<file path="config.mk">
export PLATFORM = sky130hd
export DESIGN_NAME = tsr_ctrl
export DESIGN_NICKNAME = d
export VERILOG_FILES = /design/src/hw/rtl/tsr_pkg.sv /design/src/hw/rtl/tsr_ctrl.sv
export SDC_FILE = /design/constraint.sdc
export NUM_CORES = 1
export LEC_CHECK = 0
export BUFFER_PORTS_ARGS = -buffer_cell sky130_fd_sc_hd__buf_2
export CAP_MARGIN = 20
export CORE_AREA = 2 2 47 49
export CTS_CLUSTER_DIAMETER = 80
export DETAILED_ROUTE_END_ITERATION = 8
export DIE_AREA = 0 0 49 51
export PLACE_DENSITY = 0.72
export SLEW_MARGIN = 5
export SYNTH_ARGS = -nofsm -noshare
export SYNTH_HDL_FRONTEND = slang
export SYNTH_SLANG_ARGS = --single-unit
</file>
<file path="constraint.sdc">
create_clock -name clk -period 4.35 [get_ports clk]
set_input_delay 0.435 -clock clk [delete_from_list [all_inputs] [get_ports clk]]
set_output_delay 0.435 -clock clk [all_outputs]
set_load 0.02 [all_outputs]
</file>
<file path="src/hw/rtl/tsr_pkg.sv">
// ----------------------------------------------------------------------------
// tsr_pkg
// Shared types and constants of the thick stroke rasterizer.
// ----------------------------------------------------------------------------
`timescale 1ns / 1ps
package tsr_pkg;
    localparam logic [1:0] MODE_CLEAR  = 2'd0;
    localparam logic [1:0] MODE_STROKE = 2'd1;
    localparam logic [1:0] MODE_READ   = 2'd2;

    localparam logic [1:0] CFG_SCALE    = 2'd0;
    localparam logic [1:0] CFG_OFFSET_X = 2'd1;
    localparam logic [1:0] CFG_OFFSET_Y = 2'd2;
    localparam logic [1:0] CFG_PAPER    = 2'd3;

    localparam logic [15:0] PAPER_RESET = 16'hFFDF;
    localparam logic [11:0] SCALE_ONE   = 12'd256;

    // Screen coordinates are kept at 32 bits signed.
    localparam int CW = 32;

    // Controller to datapath commands.
    typedef struct packed {
        logic capture;    // latch the input item
        logic map_x;      // compute mapped x product
        logic map_y;      // compute mapped y product
        logic map_fin;    // round the y product, compute radius
        logic line_init;  // set up the Bresenham walk
        logic disc_init;  // start a disc at the current point
        logic disc_step;  // advance the disc scan
        logic line_step;  // advance the Bresenham walk
        logic finish;     // store last point
        logic clr_init;   // start the clear sweep
        logic clr_step;   // advance the clear sweep
        logic rd_issue;   // issue a pixel read
        logic rd_load;    // load read data to output
    } tsr_cmd_t;

    // Datapath to controller status.
    typedef struct packed {
        logic [1:0] mode;
        logic       single;     // stamp one disc only
        logic       disc_skip;  // disc wholly off screen
        logic       disc_last;  // scan at its final offset
        logic       line_last;  // walk reached end point
        logic       clr_last;   // sweep at last address
    } tsr_stat_t;
endpackage

</file>
<file path="src/hw/rtl/tsr_ctrl.sv">
// ----------------------------------------------------------------------------
// tsr_ctrl
// Sequencer for clear, stroke and read items.
// ----------------------------------------------------------------------------
`timescale 1ns / 1ps
module tsr_ctrl (
    input  logic               clk,
    input  logic               rst_n,
    input  logic               in_valid,
    output logic               in_ready,
    output logic               out_valid,
    input  logic               out_ready,
    output tsr_pkg::tsr_cmd_t  cmd,
    input  tsr_pkg::tsr_stat_t stat
);
    import tsr_pkg::*;

    typedef enum logic [11:0] {
        S_IDLE  = 12'b000000000001,
        S_DEC   = 12'b000000000010,
        S_MAPX  = 12'b000000000100,
        S_MAPY  = 12'b000000001000,
        S_MAPF  = 12'b000000010000,
        S_LINIT = 12'b000000100000,
        S_DINIT = 12'b000001000000,
        S_DISC  = 12'b000010000000,
        S_LSTEP = 12'b000100000000,
        S_CLR   = 12'b001000000000,
        S_RD    = 12'b010000000000,
        S_RDW   = 12'b100000000000
    } state_t;

    state_t state_reg, state_next;
    logic ov_reg, ov_next;

    always_comb
    begin
        state_next = state_reg;
        ov_next = ov_reg && !out_ready;
        cmd = '0;
        // a waiting result only holds a later read in S_RDW
        in_ready = (state_reg == S_IDLE);
        case (state_reg)
            S_IDLE:
            begin
                if (in_valid && in_ready)
                begin
                    cmd.capture = 1'b1;
                    state_next = S_DEC;
                end
            end
            S_DEC:
            begin
                case (stat.mode)
                    MODE_CLEAR:
                    begin
                        cmd.clr_init = 1'b1;
                        state_next = S_CLR;
                    end
                    MODE_STROKE: state_next = S_MAPX;
                    MODE_READ:   state_next = S_RD;
                    default:     state_next = S_IDLE;
                endcase
            end
            S_MAPX:
            begin
                cmd.map_x = 1'b1;
                state_next = S_MAPY;
            end
            S_MAPY:
            begin
                cmd.map_y = 1'b1;
                state_next = S_MAPF;
            end
            S_MAPF:
            begin
                cmd.map_fin = 1'b1;
                state_next = S_LINIT;
            end
            S_LINIT:
            begin
                cmd.line_init = 1'b1;
                state_next = S_DINIT;
            end
            S_DINIT:
            begin
                cmd.disc_init = 1'b1;
                state_next = S_DISC;
            end
            S_DISC:
            begin
                if (stat.disc_skip || stat.disc_last)
                begin
                    cmd.disc_step = !stat.disc_skip;
                    if (stat.single || stat.line_last)
                    begin
                        cmd.finish = 1'b1;
                        state_next = S_IDLE;
                    end
                    else
                    begin
                        state_next = S_LSTEP;
                    end
                end
                else
                begin
                    cmd.disc_step = 1'b1;
                end
            end
            S_LSTEP:
            begin
                cmd.line_step = 1'b1;
                state_next = S_DINIT;
            end
            S_CLR:
            begin
                cmd.clr_step = 1'b1;
                if (stat.clr_last)
                begin
                    state_next = S_IDLE;
                end
            end
            S_RD:
            begin
                cmd.rd_issue = 1'b1;
                state_next = S_RDW;
            end
            S_RDW:
            begin
                if (!ov_reg)
                begin
                    cmd.rd_load = 1'b1;
                    ov_next = 1'b1;
                    state_next = S_IDLE;
                end
            end
            default: state_next = S_IDLE;
        endcase
    end

    always_ff @(posedge clk or negedge rst_n)
    begin
        if (!rst_n)
        begin
            state_reg <= S_IDLE;
            ov_reg <= 1'b0;
        end
        else
        begin
            state_reg <= state_next;
            ov_reg <= ov_next;
        end
    end

    assign out_valid = ov_reg;
endmodule

</file>
==> report_table.html, run 1 <==
<table>
<tr><th>Metric</th><th>Value</th></tr>
<tr><th colspan="2">Run status</th></tr>
<tr><td>Outcome</td><td>finished, final reports clean</td></tr>
<tr><th colspan="2">Placed design</th></tr>
<tr><td>Detailed placement HPWL</td><td>1.448 mm</td></tr>
<tr><td># port buffers</td><td>25</td></tr>
<tr><td>Placer Congestion</td><td>0.7609</td></tr>
<tr><td>Cells after DPL</td><td>139</td></tr>
<tr><td>Post-DP Area</td><td>984.7 um^2</td></tr>
<tr><th colspan="2">Synthesis</th></tr>
<tr><td>Sequential element share of the synthesized area</td><td>37.66%</td></tr>
<tr><td>Syn nets</td><td>103</td></tr>
<tr><td>Number of distinct library cells after synthesis</td><td>41</td></tr>
<tr><td>Async set or reset register ratio after synthesis</td><td>100.0%</td></tr>
<tr><td>Post-synthesis sequential element count</td><td>13</td></tr>
<tr><td>Total of warnings raised by yosys</td><td>0</td></tr>
<tr><td>Per-instance average area after synthesis</td><td>9.425 um^2</td></tr>
<tr><td>Post-synthesis instance area</td><td>867.1 um^2</td></tr>
<tr><td>Top flip-flop cell by instance count after synthesis</td><td>sky130_fd_sc_hd__dfrtp_1</td></tr>
<tr><td>Gate count of the mapped netlist</td><td>92</td></tr>
<tr><td>Number of enable flip-flop cells after synthesis</td><td>0</td></tr>
<tr><th colspan="2">Critical path</th></tr>
<tr><td>Kind of start point of the critical path</td><td>register</td></tr>
<tr><td>Instance count on the critical path</td><td>5</td></tr>
<tr><td>Buf/Inv on CP</td><td>1</td></tr>
<tr><td>Worst-path cell chain</td><td>or4_4 -&gt; or4_4 -&gt; nor2_2 -&gt; and2_1 -&gt; buf_2</td></tr>
<tr><td>Data required time at the worst endpoint</td><td>3.91 ns</td></tr>
<tr><td>CP arrival</td><td>2.24 ns</td></tr>
<tr><td>Critical path's slowest cell</td><td>sky130_fd_sc_hd__or4_4</td></tr>
<tr><td>Delay of the slowest critical-path stage</td><td>0.55 ns</td></tr>
<tr><td>Type of destination of the critical path</td><td>output port</td></tr>
<tr><td>R2R cell count</td><td>4</td></tr>
<tr><td>Critical Setup Path Class</td><td>register to output port</td></tr>
<tr><td>Top Family by Delay on Critical Path</td><td>simple AND/OR/NAND/NOR gates</td></tr>
<tr><td>Cell type with the highest occurrence count on the critical path</td><td>sky130_fd_sc_hd__or4_4</td></tr>
<tr><td>Top fanout value on the critical path</td><td>9</td></tr>
<tr><th colspan="2">Global routing</th></tr>
<tr><td>Vias in the first global route</td><td>704</td></tr>
<tr><td>Number of antenna violations at the first check in global routing</td><td>0</td></tr>
<tr><td>Largest net degree at the start of global routing</td><td>14</td></tr>
<tr><td>Wire length of the first global-routing pass</td><td>2.939 mm</td></tr>
<tr><td>Aggregate global routing overflow</td><td>0</td></tr>
<tr><td>Total global-route track usage</td><td>15.32%</td></tr>
<tr><th colspan="2">Layout</th></tr>
<tr><td>Antenna diode instance count</td><td>0</td></tr>
<tr><td>Layout Cells excl Fill</td><td>143</td></tr>
<tr><td>Fraction of final layout cells with drive strength greater than 1</td><td>37.39%</td></tr>
<tr><td>Final standard cell area without fillers</td><td>0.001011 mm^2</td></tr>
<tr><td>Syn-to-layout area delta</td><td>16.59%</td></tr>
<tr><td>Number of nets in the final layout</td><td>127</td></tr>
<tr><td>Final Core Density</td><td>49.00%</td></tr>
<tr><td>Number of flip-flops under the largest register name</td><td>12</td></tr>
<tr><th colspan="2">Die</th></tr>
<tr><td>Core box area</td><td>0.002063 mm^2</td></tr>
<tr><td>Die Y-Extent</td><td>51 um</td></tr>
<tr><td>Initial Utilization</td><td>42.03%</td></tr>
<tr><td>Floorplan die area</td><td>0.002499 mm^2</td></tr>
<tr><td>Standard-cell rows</td><td>17</td></tr>
<tr><td>Number of ports placed on the die boundary</td><td>26</td></tr>
<tr><td>Die width</td><td>49 um</td></tr>
<tr><th colspan="2">Timing</th></tr>
<tr><td>Count of final setup violators</td><td>0</td></tr>
<tr><td>Clock skew</td><td>0.003164 ns</td></tr>
<tr><td>Peak Freq</td><td>374.1 MHz</td></tr>
<tr><td>Final Hold Vio Count</td><td>0</td></tr>
<tr><td>Normalized max-slew margin</td><td>54.03%</td></tr>
<tr><td>Clock period minus worst slack</td><td>2.673 ns</td></tr>
<tr><td>Count of final max-slew check failures</td><td>0</td></tr>
<tr><td>Sum of negative setup slack</td><td>0 ns</td></tr>
<tr><td>Setup repair after global routing missed its margin</td><td>false</td></tr>
<tr><td>Slew @ Worst Pin</td><td>0.6832 ns</td></tr>
<tr><td>Final clock period utilization by the worst path</td><td>61.45%</td></tr>
<tr><th colspan="2">Clock tree</th></tr>
<tr><td>Clk root buf</td><td>sky130_fd_sc_hd__clkbuf_4</td></tr>
<tr><td>Count of clock tree sinks</td><td>13</td></tr>
<tr><td>Number of gates resized after CTS</td><td>0</td></tr>
<tr><td>Clock tree from TritonCTS</td><td>yes</td></tr>
<tr><td># H-tree levels</td><td>1</td></tr>
<tr><td>Number of clock buffers inserted by TritonCTS</td><td>3</td></tr>
<tr><td>Clock Latency Late Sink</td><td>0.28 ns</td></tr>
<tr><td>Max clock buf depth</td><td>2</td></tr>
<tr><td>Clock input transition at the sequential cells of the worst setup and hold paths</td><td>0.08 ns</td></tr>
<tr><td>Hold bufs inserted after CTS</td><td>0</td></tr>
<tr><td>Post-CTS Setup Repair Bufs</td><td>0</td></tr>
<tr><th colspan="2">Route</th></tr>
<tr><td>Routed via count divided by cell count</td><td>5.434</td></tr>
<tr><td>Number of detailed-route iterations in the first pass</td><td>4</td></tr>
<tr><td>DRC errors left</td><td>0</td></tr>
<tr><td>Iteration-0 DRC count of the detailed router</td><td>33</td></tr>
<tr><td>Remaining number of nets flagged by the antenna check after routing</td><td>0</td></tr>
<tr><td>Drt total wl</td><td>1.803 mm</td></tr>
<tr><td>Detailed-route wire length per cell</td><td>12.61 um</td></tr>
<tr><td>Total via count in the routed design</td><td>777</td></tr>
<tr><th colspan="2">Power and ir drop</th></tr>
<tr><td>Power dissipated by switching net loads</td><td>163.6 uW</td></tr>
<tr><td>Fraction of power consumed by combinational cells</td><td>44.6%</td></tr>
<tr><td>LEAKAGE</td><td>0.5108 nW</td></tr>
<tr><td>Peak ir drop on the vdd network</td><td>0.0002228 V</td></tr>
<tr><td>Power per cell area</td><td>410.9 mW/mm^2</td></tr>
<tr><td>Sequential share of power</td><td>37.5%</td></tr>
<tr><td>Relative contribution of the clock network to total power</td><td>17.9%</td></tr>
<tr><td>Switching share of power</td><td>39.38%</td></tr>
<tr><td>Total power after layout</td><td>415.4 uW</td></tr>
<tr><td>Internal</td><td>251.8 uW</td></tr>
<tr><th colspan="2">Run</th></tr>
<tr><td>Max-cap viol count</td><td>0</td></tr>
<tr><th colspan="2">Worst hold path</th></tr>
<tr><td>Class of the tightest hold or removal check</td><td>input port to async pin</td></tr>
</table>
## synth_stat cells (all sizes together), types with 3 or more instances
library cell   n  area [um^2]
nor2          14        55.06
dfrtp         12        300.3
nor3           8        40.04
nor4           5        37.53
and3           4        26.28
buf            4        35.03
nand2          4        15.01
or4            4        41.29
nand2b         3        18.77
nor4b          3        26.28
xor2           3        26.28
## cell usage in the layout (no fill, tap or decap), types with 3 or more instances in the layout
| cell | instances |
|---|---|
| sky130_fd_sc_hd__nor4b_1 | 3 |
| sky130_fd_sc_hd__nor4_1 | 4 |
| sky130_fd_sc_hd__nor3_1 | 8 |
| sky130_fd_sc_hd__nor2_1 | 13 |
| sky130_fd_sc_hd__nand2_1 | 4 |
| sky130_fd_sc_hd__and3_1 | 3 |
| sky130_fd_sc_hd__or4_4 | 3 |
| sky130_fd_sc_hd__dfrtp_1 | 12 |
| sky130_fd_sc_hd__clkbuf_4 | 3 |
| sky130_fd_sc_hd__nand2b_1 | 3 |
| sky130_fd_sc_hd__buf_2 | 25 |
| sky130_fd_sc_hd__xor2_1 | 3 |
## worst register-to-register path: cells and delay by family, from the launching register on
family	cells	cell delay, ns
AO/OA/AOI/OAI	1	0.11
flip-flops	1	0.43
AND/OR/NAND/NOR	3	1.45
## per-layer routing
metal	routed length, um	track usage (%)	vias to the layer above
li1	-	-	389
met5	0	0	-
met2	906	27.85	22
met3	71	1.754	4
met1	795	18.11	362
met4	29	7.143	0
## through the flow
| step | hold WS [ns] | worst slack, ns |
|---|---|---|
| 5_1_grt | 0.04505 | 1.556 |
| 4_1_cts | 0.03877 | 1.671 |
| 2_1_floorplan | 0.1394 | 1.878 |
| 3_3_place_gp | 0.3368 | 1.996 |
| 3_5_place_dp | 0.3392 | 1.965 |
| 6_report | 0.02918 | 1.677 |
## path summary, 6_finish.rpt
path / to / startpoint / slack, ns
max in group asynchronous: state_reg[0] / rst_n / 4.05
worst max register to register: state_reg[8] / state_reg[4] / 2.25
worst min register to register: out_valid / out_valid / 0.54
worst max-delay path: cmd[12] / state_reg[7] / 1.68
worst min-delay path: state_reg[10] / rst_n / 0.03
min in group clk: out_valid / out_ready / 0.32
## area by class of cell
class	instances	area [um^2]
Sequential cell	13	326.6
Timing Repair Buffer	25	125.1
Fill cell	213	1052
Multi-Input combinational cell	73	498.0
Tap cell	28	35.03
Clock buffer	4	26.28
## logic make-up (layout without fill, tap and decap cells)
group,Yosys count,after routing,share of synthesized area (%)
AO/OA/AOI/OAI,10,10,10.53
flip-flops,13,13,37.66
buffers and inverters,6,29,4.906
XOR/XNOR,3,3,3.031
AND/OR/NAND/NOR,59,59,42.72
multiplexers,1,1,1.154
## power by group through the flow
stage | registers (mW) | logic (mW) | clock network [mW]
after global placement | 0.156 | 0.185 | 0
after CTS | 0.155 | 0.187 | 0.0758
after detailed placement | 0.158 | 0.186 | 0
after global routing | 0.158 | 0.204 | 0.0826
after floorplan | 0.147 | 0.163 | 0
final | 0.156 | 0.185 | 0.0742
Power figures use the tool's default switching activity.
==> run 2: changes to the inputs <==
- ABC_AREA: unset -> 1
- CORE_AREA: 2 2 47 49 -> 2 2 48 50
- DIE_AREA: 0 0 49 51 -> 0 0 50 52
- PLACE_DENSITY: 0.72 -> 0.74
- clock period: 4.35 -> 2.4 ns (I/O delays scaled with it)
==> run 2 against run 1 <==
Net effect:
- final cell count is 32% higher
- flip-flop and latch count unchanged
- combinational power grew 93%
- critical path type unchanged
==> report_table.html, run 2 <==
<table>
<tr><th>Metric</th><th>Value</th></tr>
<tr><th colspan="2">Synthesis</th></tr>
<tr><td>Gate count of the mapped netlist</td><td>131 (was 92)</td></tr>
<tr><td>Number of distinct library cells after synthesis</td><td>19 (was 41)</td></tr>
<tr><td>Async set or reset register ratio after synthesis</td><td>100.0% (unchanged)</td></tr>
<tr><td>Most used standard cell by instance count after synthesis</td><td>sky130_fd_sc_hd__inv_1 (was sky130_fd_sc_hd__nor2_1)</td></tr>
<tr><td>Most instantiated cells after synthesis</td><td>sky130_fd_sc_hd__inv_1 (29), sky130_fd_sc_hd__nand2_1 (27), sky130_fd_sc_hd__nor2_1 (23) (was sky130_fd_sc_hd__nor2_1 (13), sky130_fd_sc_hd__dfrtp_1 (12), sky130_fd_sc_hd__nor3_1 (8))</td></tr>
<tr><td>Post-synthesis instance area</td><td>908.4 um^2 (was 867.1 um^2)</td></tr>
<tr><td>Syn nets</td><td>142 (was 103)</td></tr>
<tr><td>Sequential element share of the synthesized area</td><td>35.95% (was 37.66%)</td></tr>
<tr><td>Top area cells in the synthesized netlist</td><td>sky130_fd_sc_hd__dfrtp_1 (33%), sky130_fd_sc_hd__inv_1 (12%), sky130_fd_sc_hd__nand2_1 (11%), sky130_fd_sc_hd__nor2_1 (9.5%), sky130_fd_sc_hd__nor2_4 (6.2%) (was sky130_fd_sc_hd__dfrtp_1 (35%), sky130_fd_sc_hd__nor2_1 (5.6%), sky130_fd_sc_hd__nor3_1 (4.6%), sky130_fd_sc_hd__or4_4 (3.9%), sky130_fd_sc_hd__dfstp_2 (3.0%))</td></tr>
<tr><td>Per-instance average area after synthesis</td><td>6.934 um^2 (was 9.425 um^2)</td></tr>
<tr><td>Total of warnings raised by yosys</td><td>0 (unchanged)</td></tr>
<tr><td>Dominant cell type by area after synthesis</td><td>sky130_fd_sc_hd__dfrtp_1 (unchanged)</td></tr>
<tr><td>Post-synthesis sequential element count</td><td>13 (unchanged)</td></tr>
<tr><td>Number of enable flip-flop cells after synthesis</td><td>0 (unchanged)</td></tr>
<tr><td>Top cell type's share of synthesized area</td><td>33.06% (was 34.63%)</td></tr>
<tr><td>Top flip-flop cell by instance count after synthesis</td><td>sky130_fd_sc_hd__dfrtp_1 (unchanged)</td></tr>
<tr><th colspan="2">Critical path</th></tr>
<tr><td>Buf/Inv on CP</td><td>3 (was 1)</td></tr>
<tr><td>Register-to-Register Setup Slack</td><td>0.98 ns (was 2.25 ns)</td></tr>
<tr><td>Data required time at the worst endpoint</td><td>2.16 ns (was 3.91 ns)</td></tr>
<tr><td>Worst-path cell chain</td><td>nor2_1 -&gt; nand2_2 -&gt; inv_1 -&gt; nand2_1 -&gt; nor2_1 -&gt; inv_1 -&gt; nor2_1 -&gt; buf_2 (was or4_4 -&gt; or4_4 -&gt; nor2_2 -&gt; and2_1 -&gt; buf_2)</td></tr>
<tr><td>Worst Setup SP</td><td>state_reg[11] (was state_reg[7])</td></tr>
<tr><td>Cell type with the highest occurrence count on the critical path</td><td>sky130_fd_sc_hd__nor2_1 (was sky130_fd_sc_hd__or4_4)</td></tr>
<tr><td>Critical path's slowest cell</td><td>sky130_fd_sc_hd__dfrtp_1 (was sky130_fd_sc_hd__or4_4)</td></tr>
<tr><td>Instance count on the critical path</td><td>8 (was 5)</td></tr>
<tr><td>Type of destination of the critical path</td><td>output port (unchanged)</td></tr>
<tr><td>Delay of the slowest critical-path stage</td><td>0.40 ns (was 0.55 ns)</td></tr>
<tr><td>CP arrival</td><td>1.56 ns (was 2.24 ns)</td></tr>
<tr><td>Top fanout value on the critical path</td><td>4 (was 9)</td></tr>
<tr><td>Critical Setup Path Class</td><td>register to output port (unchanged)</td></tr>
<tr><td>Kind of start point of the critical path</td><td>register (unchanged)</td></tr>
<tr><td>R2R cell count</td><td>8 (was 4)</td></tr>
<tr><td>Crit Reg-Reg Startpoint</td><td>state_reg[0] (was state_reg[4])</td></tr>
<tr><td>Top Family by Delay on Critical Path</td><td>simple AND/OR/NAND/NOR gates (unchanged)</td></tr>
<tr><th colspan="2">Route</th></tr>
<tr><td>Routed via count divided by cell count</td><td>4.556 (was 5.434)</td></tr>
<tr><td>Met2 WL post-DR</td><td>939 um (was 906 um)</td></tr>
<tr><td>Drt total wl</td><td>1.935 mm (was 1.803 mm)</td></tr>
<tr><td>Iteration-0 DRC count of the detailed router</td><td>14 (was 33)</td></tr>
<tr><td>Wire length on met1</td><td>891 um (was 795 um)</td></tr>
<tr><td>Total via count in the routed design</td><td>861 (was 777)</td></tr>
<tr><td>Remaining number of nets flagged by the antenna check after routing</td><td>0 (unchanged)</td></tr>
<tr><td>Routed length on met3</td><td>67 um (was 71 um)</td></tr>
<tr><td>DRC errors left</td><td>0 (unchanged)</td></tr>
<tr><td>Number of detailed-route iterations in the first pass</td><td>4 (unchanged)</td></tr>
<tr><td>Top metal layer carrying routed signals</td><td>met4 (unchanged)</td></tr>
<tr><td>Detailed-route wire length per cell</td><td>10.24 um (was 12.61 um)</td></tr>
<tr><th colspan="2">Timing</th></tr>
<tr><td>Count of final max-slew check failures</td><td>0 (unchanged)</td></tr>
<tr><td>Clock skew</td><td>0.001306 ns (was 0.003164 ns)</td></tr>
<tr><td>Clock period minus worst slack</td><td>1.801 ns</td></tr>
<tr><td>Normalized max-slew margin</td><td>80.15% (was 54.03%)</td></tr>
<tr><td>Final setup margin</td><td>0.5987 ns (was 1.677 ns)</td></tr>
<tr><td>Slew @ Worst Pin</td><td>0.2951 ns (was 0.6832 ns)</td></tr>
<tr><td>Final Hold Vio Count</td><td>0 (unchanged)</td></tr>
<tr><td>Final clock period utilization by the worst path</td><td>75.06%</td></tr>
<tr><td>Setup repair after global routing missed its margin</td><td>false (unchanged)</td></tr>
<tr><td>Peak Freq</td><td>555.1 MHz</td></tr>
<tr><td>Count of final setup violators</td><td>0 (unchanged)</td></tr>
<tr><td>Sum of negative setup slack</td><td>0 ns (unchanged)</td></tr>
<tr><th colspan="2">Die</th></tr>
<tr><td>Die width</td><td>50 um (was 49 um)</td></tr>
<tr><td>Core box area</td><td>0.002106 mm^2 (was 0.002063 mm^2)</td></tr>
<tr><td>Standard-cell rows</td><td>17 (unchanged)</td></tr>
<tr><td>Initial Utilization</td><td>43.14% (was 42.03%)</td></tr>
<tr><td>Number of ports placed on the die boundary</td><td>26 (unchanged)</td></tr>
<tr><td>Die Y-Extent</td><td>52 um (was 51 um)</td></tr>
<tr><td>Floorplan die area</td><td>0.002600 mm^2 (was 0.002499 mm^2)</td></tr>
<tr><th colspan="2">Power and ir drop</th></tr>
<tr><td>Peak ir drop on the vdd network</td><td>0.0005389 V (was 0.0002228 V)</td></tr>
<tr><td>Power per cell area</td><td>696.1 mW/mm^2 (was 410.9 mW/mm^2)</td></tr>
<tr><td>LEAKAGE</td><td>0.6839 nW (was 0.5108 nW)</td></tr>
<tr><th colspan="2">Layout</th></tr>
<tr><td>Number of flip-flops under the largest register name</td><td>12 (unchanged)</td></tr>
<tr><td>Fraction of final layout cells with drive strength greater than 1</td><td>30.43% (was 37.39%)</td></tr>
<tr><td>Count of filler cells inserted in the layout</td><td>210 (was 213)</td></tr>
<tr><td>Most used cells in the layout excluding fill and tap cells</td><td>sky130_fd_sc_hd__inv_1 (29), sky130_fd_sc_hd__nand2_1 (27), sky130_fd_sc_hd__buf_2 (25) (was sky130_fd_sc_hd__buf_2 (25), sky130_fd_sc_hd__nor2_1 (13), sky130_fd_sc_hd__dfrtp_1 (12))</td></tr>
<tr><td>Syn-to-layout area delta</td><td>21.63% (was 16.59%)</td></tr>
<tr><td>Antenna diode instance count</td><td>0 (unchanged)</td></tr>
<tr><td>Commonest non-fill, non-tap cell in the layout</td><td>sky130_fd_sc_hd__inv_1 (was sky130_fd_sc_hd__buf_2)</td></tr>
<tr><td>Final Core Density</td><td>52.47% (was 49.00%)</td></tr>
<tr><td>Number of nets in the final layout</td><td>173 (was 127)</td></tr>
<tr><th colspan="2">Global routing</th></tr>
<tr><td>Largest net degree at the start of global routing</td><td>14 (unchanged)</td></tr>
<tr><td>Wire length of the first global-routing pass</td><td>3.256 mm (was 2.939 mm)</td></tr>
<tr><td>Aggregate global routing overflow</td><td>0 (unchanged)</td></tr>
<tr><td>Total global-route track usage</td><td>17.03% (was 15.32%)</td></tr>
<tr><td>Number of antenna violations at the first check in global routing</td><td>0 (unchanged)</td></tr>
<tr><td>Vias in the first global route</td><td>805 (was 704)</td></tr>
<tr><th colspan="2">Clock tree</th></tr>
<tr><td>Max clock buf depth</td><td>2 (unchanged)</td></tr>
<tr><td>Clk root buf</td><td>sky130_fd_sc_hd__clkbuf_4 (unchanged)</td></tr>
<tr><td>Clock input transition at the sequential cells of the worst setup and hold paths</td><td>0.07 ns (was 0.08 ns)</td></tr>
<tr><td># H-tree levels</td><td>1 (unchanged)</td></tr>
<tr><td>Clock tree from TritonCTS</td><td>yes (unchanged)</td></tr>
<tr><td>Number of gates resized after CTS</td><td>0 (unchanged)</td></tr>
<tr><td>Clock Latency Late Sink</td><td>0.27 ns (was 0.28 ns)</td></tr>
<tr><td>Count of clock tree sinks</td><td>13 (unchanged)</td></tr>
<tr><td>Number of clock buffers inserted by TritonCTS</td><td>3 (unchanged)</td></tr>
<tr><th colspan="2">Placed design</th></tr>
<tr><td>Setup slack after placement</td><td>0.9008 ns (was 1.965 ns)</td></tr>
<tr><td># port buffers</td><td>25 (unchanged)</td></tr>
<tr><td>Detailed placement HPWL</td><td>1.625 mm (was 1.448 mm)</td></tr>
<tr><td>Placer Congestion</td><td>0.8510 (was 0.7609)</td></tr>
<tr><th colspan="2">Run</th></tr>
<tr><td>Max-cap viol count</td><td>0 (unchanged)</td></tr>
<tr><th colspan="2">Worst hold path</th></tr>
<tr><td>Startpoint of the most critical hold path</td><td>out_ready</td></tr>
<tr><td>Worst hold path stage count</td><td>2</td></tr>
<tr><td>Class of the tightest hold or removal check</td><td>input port to register (was input port to async pin)</td></tr>
<tr><th colspan="2">Run status</th></tr>
<tr><td>Outcome</td><td>finished, final reports clean (unchanged)</td></tr>
</table>
run 2: changes by cell type after synthesis, sizes merged, moves of 3 or more:
cell / delta
and3: -4
or4: -4
buf: -4
nand2b: -3
nor2: +17
inv: +31
nor4: -4
nor4b: -3
nand2: +28
nand3: +10
xor2: -3
run 2: power breakdown:
part	total, mW	leakage [nW]	internal (mW)	switching (mW)
registers	0.280	0.177	0.250	0.0297
logic	0.357	0.492	0.122	0.235
clock network	0.132	0.0150	0.0644	0.0680
total	0.769	0.684	0.436	0.333
run 2: stage by stage:
stage | std cells | power [mW] | hold slack [ns] | cell area [um^2]
final | 189 | 0.7691 | 0.1352 | 1105
after detailed placement | 184 | 0.6363 | 0.1414 | 1069
after global routing | 189 | 0.8403 | 0.1288 | 1105
after floorplan | 131 | 0.5544 | -0.05559 | 908.4
after global placement | 184 | 0.6322 | 0.1392 | 1069
after CTS | 189 | 0.7710 | 0.1328 | 1105
run 2: final timing paths:
kind                                     end
worst min register to register     out_valid
worst max register to register  state_reg[0]
min in group asynchronous       state_reg[3]
worst min-delay path               out_valid
max in group asynchronous       state_reg[0]
worst max-delay path                 cmd[12]
run 2: cell families after synthesis:
family	count (synthesis)	synth area share [%]
simple gates	80	45.18
mux	1	1.102
buf+inv	31	12.81
flops	13	35.95
compound gates	6	4.959
run 2: final cells by class:
class	instances	area, um^2	share of cell area [%]
clock buffer	4	26.28	2.378
inverter	31	116.4	10.53
multi-input combinational	87	465.4	42.13
sequential	13	326.6	29.56
tap	28	35.03	3.171
timing repair buffer	26	135.1	12.23
run 2: layer usage:
metal,track usage (%),vias up
met2,28.51,21
met4,10.19,0
met5,0,-
met1,20.61,383
li1,-,453
met3,2.586,4
run 2: repair_timing:
item,4_1_cts,5_1_grt
endpoints found under the hold margin,12,0
buffers inserted,0,0
hold buffers,1,0
==> run 3: changes to the inputs <==
- clock period: 2.4 -> 1.5 ns (I/O delays scaled with it)
==> run 3 against run 2 <==
Net effect:
- the run now ends with negative setup slack left
- via count rose by 17%
- hold slack got worse by 0.095 ns
- register-to-register slack worse by 1.0 ns
- flip-flop and latch count stayed put
- non-clock buffer count is 17 higher
- global-route usage rose by 2.1 points
- total power increased by 110%
- first-iteration DRC count rose by 71%
- critical endpoint is now cmd[0]
- largest power group unchanged
- clock skew up 0.0025 ns
==> report_table.html, run 3 (synthesis results as in run 2) <==
<table>
<tr><th>Metric</th><th>Value</th></tr>
<tr><th colspan="2">Run status</th></tr>
<tr><td>Outcome</td><td>complete, but fails checks (was finished, final reports clean)</td></tr>
<tr><td>Violations in the final reports</td><td>negative setup slack</td></tr>
<tr><th colspan="2">Critical path</th></tr>
<tr><td>Worst Setup SP</td><td>state_reg[10] (was state_reg[11])</td></tr>
<tr><td>Crit Reg-Reg Startpoint</td><td>state_reg[2] (was state_reg[0])</td></tr>
<tr><td>Kind of start point of the critical path</td><td>register (unchanged)</td></tr>
<tr><td>Critical Setup Path Class</td><td>register to output port (unchanged)</td></tr>
<tr><td>Data required time at the worst endpoint</td><td>1.35 ns (was 2.16 ns)</td></tr>
<tr><td>Top fanout value on the critical path</td><td>2 (was 4)</td></tr>
<tr><td>Type of destination of the critical path</td><td>output port (unchanged)</td></tr>
<tr><td>CP arrival</td><td>1.57 ns (was 1.56 ns)</td></tr>
<tr><th colspan="2">Clock tree</th></tr>
<tr><td>Clock input transition at the sequential cells of the worst setup and hold paths</td><td>0.08 ns (was 0.07 ns)</td></tr>
<tr><td>Clock tree from TritonCTS</td><td>yes (unchanged)</td></tr>
<tr><td>Count of clock tree sinks</td><td>13 (unchanged)</td></tr>
<tr><td># H-tree levels</td><td>1 (unchanged)</td></tr>
<tr><td>Number of clock buffers inserted by TritonCTS</td><td>3 (unchanged)</td></tr>
<tr><td>Clk root buf</td><td>sky130_fd_sc_hd__clkbuf_4 (unchanged)</td></tr>
<tr><td>Max clock buf depth</td><td>2 (unchanged)</td></tr>
<tr><td>Clock Latency Late Sink</td><td>0.29 ns (was 0.27 ns)</td></tr>
<tr><th colspan="2">Timing</th></tr>
<tr><td>Count of final max-slew check failures</td><td>0 (unchanged)</td></tr>
<tr><td>Final Hold Slack</td><td>0.04001 ns (was 0.1352 ns)</td></tr>
<tr><td>Slew @ Worst Pin</td><td>0.2991 ns (was 0.2951 ns)</td></tr>
<tr><td>Final setup margin</td><td>-0.2190 ns (was 0.5987 ns)</td></tr>
<tr><td>Peak Freq</td><td>581.7 MHz</td></tr>
<tr><td>Setup repair after global routing missed its margin</td><td>true (was false)</td></tr>
<tr><td>Clock period minus worst slack</td><td>1.719 ns</td></tr>
<tr><td>Clock skew</td><td>0.003760 ns (was 0.001306 ns)</td></tr>
<tr><td>Count of final setup violators</td><td>14 (was 0)</td></tr>
<tr><td>Normalized max-slew margin</td><td>80.06% (was 80.15%)</td></tr>
<tr><td>Final clock period utilization by the worst path</td><td>114.6%</td></tr>
<tr><td>Final Hold Vio Count</td><td>0 (unchanged)</td></tr>
<tr><th colspan="2">Die</th></tr>
<tr><td>Number of ports placed on the die boundary</td><td>26 (unchanged)</td></tr>
<tr><td>Initial Utilization</td><td>43.14% (unchanged)</td></tr>
<tr><td>Die Y-Extent</td><td>52 um (unchanged)</td></tr>
<tr><td>Die width</td><td>50 um (unchanged)</td></tr>
<tr><td>Floorplan die area</td><td>0.002600 mm^2 (unchanged)</td></tr>
<tr><td>Core box area</td><td>0.002106 mm^2 (unchanged)</td></tr>
<tr><td>Standard-cell rows</td><td>17 (unchanged)</td></tr>
<tr><th colspan="2">Worst hold path</th></tr>
<tr><td>Class of the tightest hold or removal check</td><td>input port to register (unchanged)</td></tr>
<tr><td>Startpoint of the most critical hold path</td><td>out_ready (unchanged)</td></tr>
<tr><th colspan="2">Layout</th></tr>
<tr><td>Antenna diode instance count</td><td>0 (unchanged)</td></tr>
<tr><td>Final standard cell area without fillers</td><td>0.001430 mm^2 (was 0.001105 mm^2)</td></tr>
<tr><td>Number of nets in the final layout</td><td>190 (was 173)</td></tr>
<tr><td>Layout Cells excl Fill</td><td>206 (was 189)</td></tr>
<tr><td>Commonest non-fill, non-tap cell in the layout</td><td>sky130_fd_sc_hd__inv_1 (unchanged)</td></tr>
<tr><td>Number of flip-flops under the largest register name</td><td>12 (unchanged)</td></tr>
<tr><td>Final Core Density</td><td>67.91% (was 52.47%)</td></tr>
<tr><td>Syn-to-layout area delta</td><td>57.44% (was 21.63%)</td></tr>
<tr><td>Fraction of final layout cells with drive strength greater than 1</td><td>57.30% (was 30.43%)</td></tr>
<tr><td>Most used cells in the layout excluding fill and tap cells</td><td>sky130_fd_sc_hd__inv_1 (22), sky130_fd_sc_hd__buf_4 (21), sky130_fd_sc_hd__nand2_1 (19) (was sky130_fd_sc_hd__inv_1 (29), sky130_fd_sc_hd__nand2_1 (27), sky130_fd_sc_hd__buf_2 (25))</td></tr>
<tr><th colspan="2">Placed design</th></tr>
<tr><td>Cells after DPL</td><td>184 (unchanged)</td></tr>
<tr><td># port buffers</td><td>25 (unchanged)</td></tr>
<tr><td>Post-DP Area</td><td>0.001074 mm^2 (was 0.001069 mm^2)</td></tr>
<tr><td>Placer Congestion</td><td>0.8156 (was 0.8510)</td></tr>
<tr><td>Detailed placement HPWL</td><td>1.632 mm (was 1.625 mm)</td></tr>
<tr><th colspan="2">Route</th></tr>
<tr><td>Remaining number of nets flagged by the antenna check after routing</td><td>0 (unchanged)</td></tr>
<tr><td>DRC errors left</td><td>0 (unchanged)</td></tr>
<tr><td>Number of detailed-route iterations in the first pass</td><td>4 (unchanged)</td></tr>
<tr><td>Drt total wl</td><td>2.697 mm (was 1.935 mm)</td></tr>
<tr><td>Detailed-route wire length per cell</td><td>13.09 um (was 10.24 um)</td></tr>
<tr><td>Total via count in the routed design</td><td>1,004 (was 861)</td></tr>
<tr><td>Routed via count divided by cell count</td><td>4.874 (was 4.556)</td></tr>
<tr><td>Iteration-0 DRC count of the detailed router</td><td>24 (was 14)</td></tr>
<tr><th colspan="2">Global routing</th></tr>
<tr><td>Vias in the first global route</td><td>935 (was 805)</td></tr>
<tr><td>Total global-route track usage</td><td>19.16% (was 17.03%)</td></tr>
<tr><td>Wire length of the first global-routing pass</td><td>3.739 mm (was 3.256 mm)</td></tr>
<tr><td>Aggregate global routing overflow</td><td>0 (unchanged)</td></tr>
<tr><td>Largest net degree at the start of global routing</td><td>14 (unchanged)</td></tr>
<tr><td>Number of antenna violations at the first check in global routing</td><td>0 (unchanged)</td></tr>
<tr><th colspan="2">Power and ir drop</th></tr>
<tr><td>Power per cell area</td><td>1140 mW/mm^2 (was 696.1 mW/mm^2)</td></tr>
<tr><td>Peak ir drop on the vdd network</td><td>0.001135 V (was 0.0005389 V)</td></tr>
<tr><td>Total power after layout</td><td>1.631 mW (was 769.1 uW)</td></tr>
<tr><td>LEAKAGE</td><td>0.7807 nW (was 0.6839 nW)</td></tr>
<tr><th colspan="2">Run</th></tr>
<tr><td>Max-cap viol count</td><td>0 (unchanged)</td></tr>
</table>
[run 3: final timing paths]
kind | end | slack (ns) | depth (start not counted)
min in group asynchronous | state_reg[1] | 0.27 | 2
setup / recovery | cmd[0] | -0.22 | 7
setup reg to reg | state_reg[0] | -0.05 | 9
max in group asynchronous | state_reg[0] | 0.95 | 2
hold / removal | out_valid | 0.04 | 2
hold reg to reg | out_valid | 0.57 | 1
[run 3: power by group]
part | internal [mW] | total (mW) | leakage [nW] | switching [mW]
Sequential | 0.403 | 0.461 | 0.172 | 0.0580
Combinational | 0.394 | 0.945 | 0.594 | 0.551
Clock | 0.103 | 0.225 | 0.0150 | 0.122
Total | 0.900 | 1.63 | 0.781 | 0.730
[run 3: cell type report]
class | instances | area [um^2]
Fill cell | 163 | 675.6
Multi-Input combinational cell | 87 | 593.1
Inverter | 31 | 116.4
Clock buffer | 4 | 26.28
Tap cell | 28 | 35.03
Sequential cell | 13 | 330.3
Timing Repair Buffer | 43 | 329.1
[run 3: worst max-delay path, stage by stage (launching register included)]
cell	delay, ns
sky130_fd_sc_hd__dfrtp_1	0.39
sky130_fd_sc_hd__buf_4	0.14
sky130_fd_sc_hd__inv_1	0.09
sky130_fd_sc_hd__nand2_1	0.09
sky130_fd_sc_hd__nor2_2	0.19
sky130_fd_sc_hd__nand2_2	0.08
sky130_fd_sc_hd__nor2_1	0.14
sky130_fd_sc_hd__buf_4	0.16
[run 3: per-layer routing]
metal | track usage, % | wire length, um
met3 | 1.437 | 145
met2 | 35.75 | 1456
met1 | 20.86 | 1036
met4 | 12.04 | 60
met5 | 0 | 0
[run 3: what timing repair did]
item | 4_1_cts | 5_1_grt
pin swaps | 12 | 8
hold buffers | 1 | 0
buffers inserted | 10 | 7
hold endpoints to repair | 12 | 0
endpoints found under the setup margin | 13 | 18
gates resized for setup | 26 | 39
[run 3: metrics by stage]
step	setup TNS (ns)	setup WS, ns
global placement	0	0.09519
detailed placement	0	0.06079
finish	-1.839	-0.2190
floorplan	0	0.05377
global route	-2.921	-0.2608
CTS	-0.9297	-0.1141
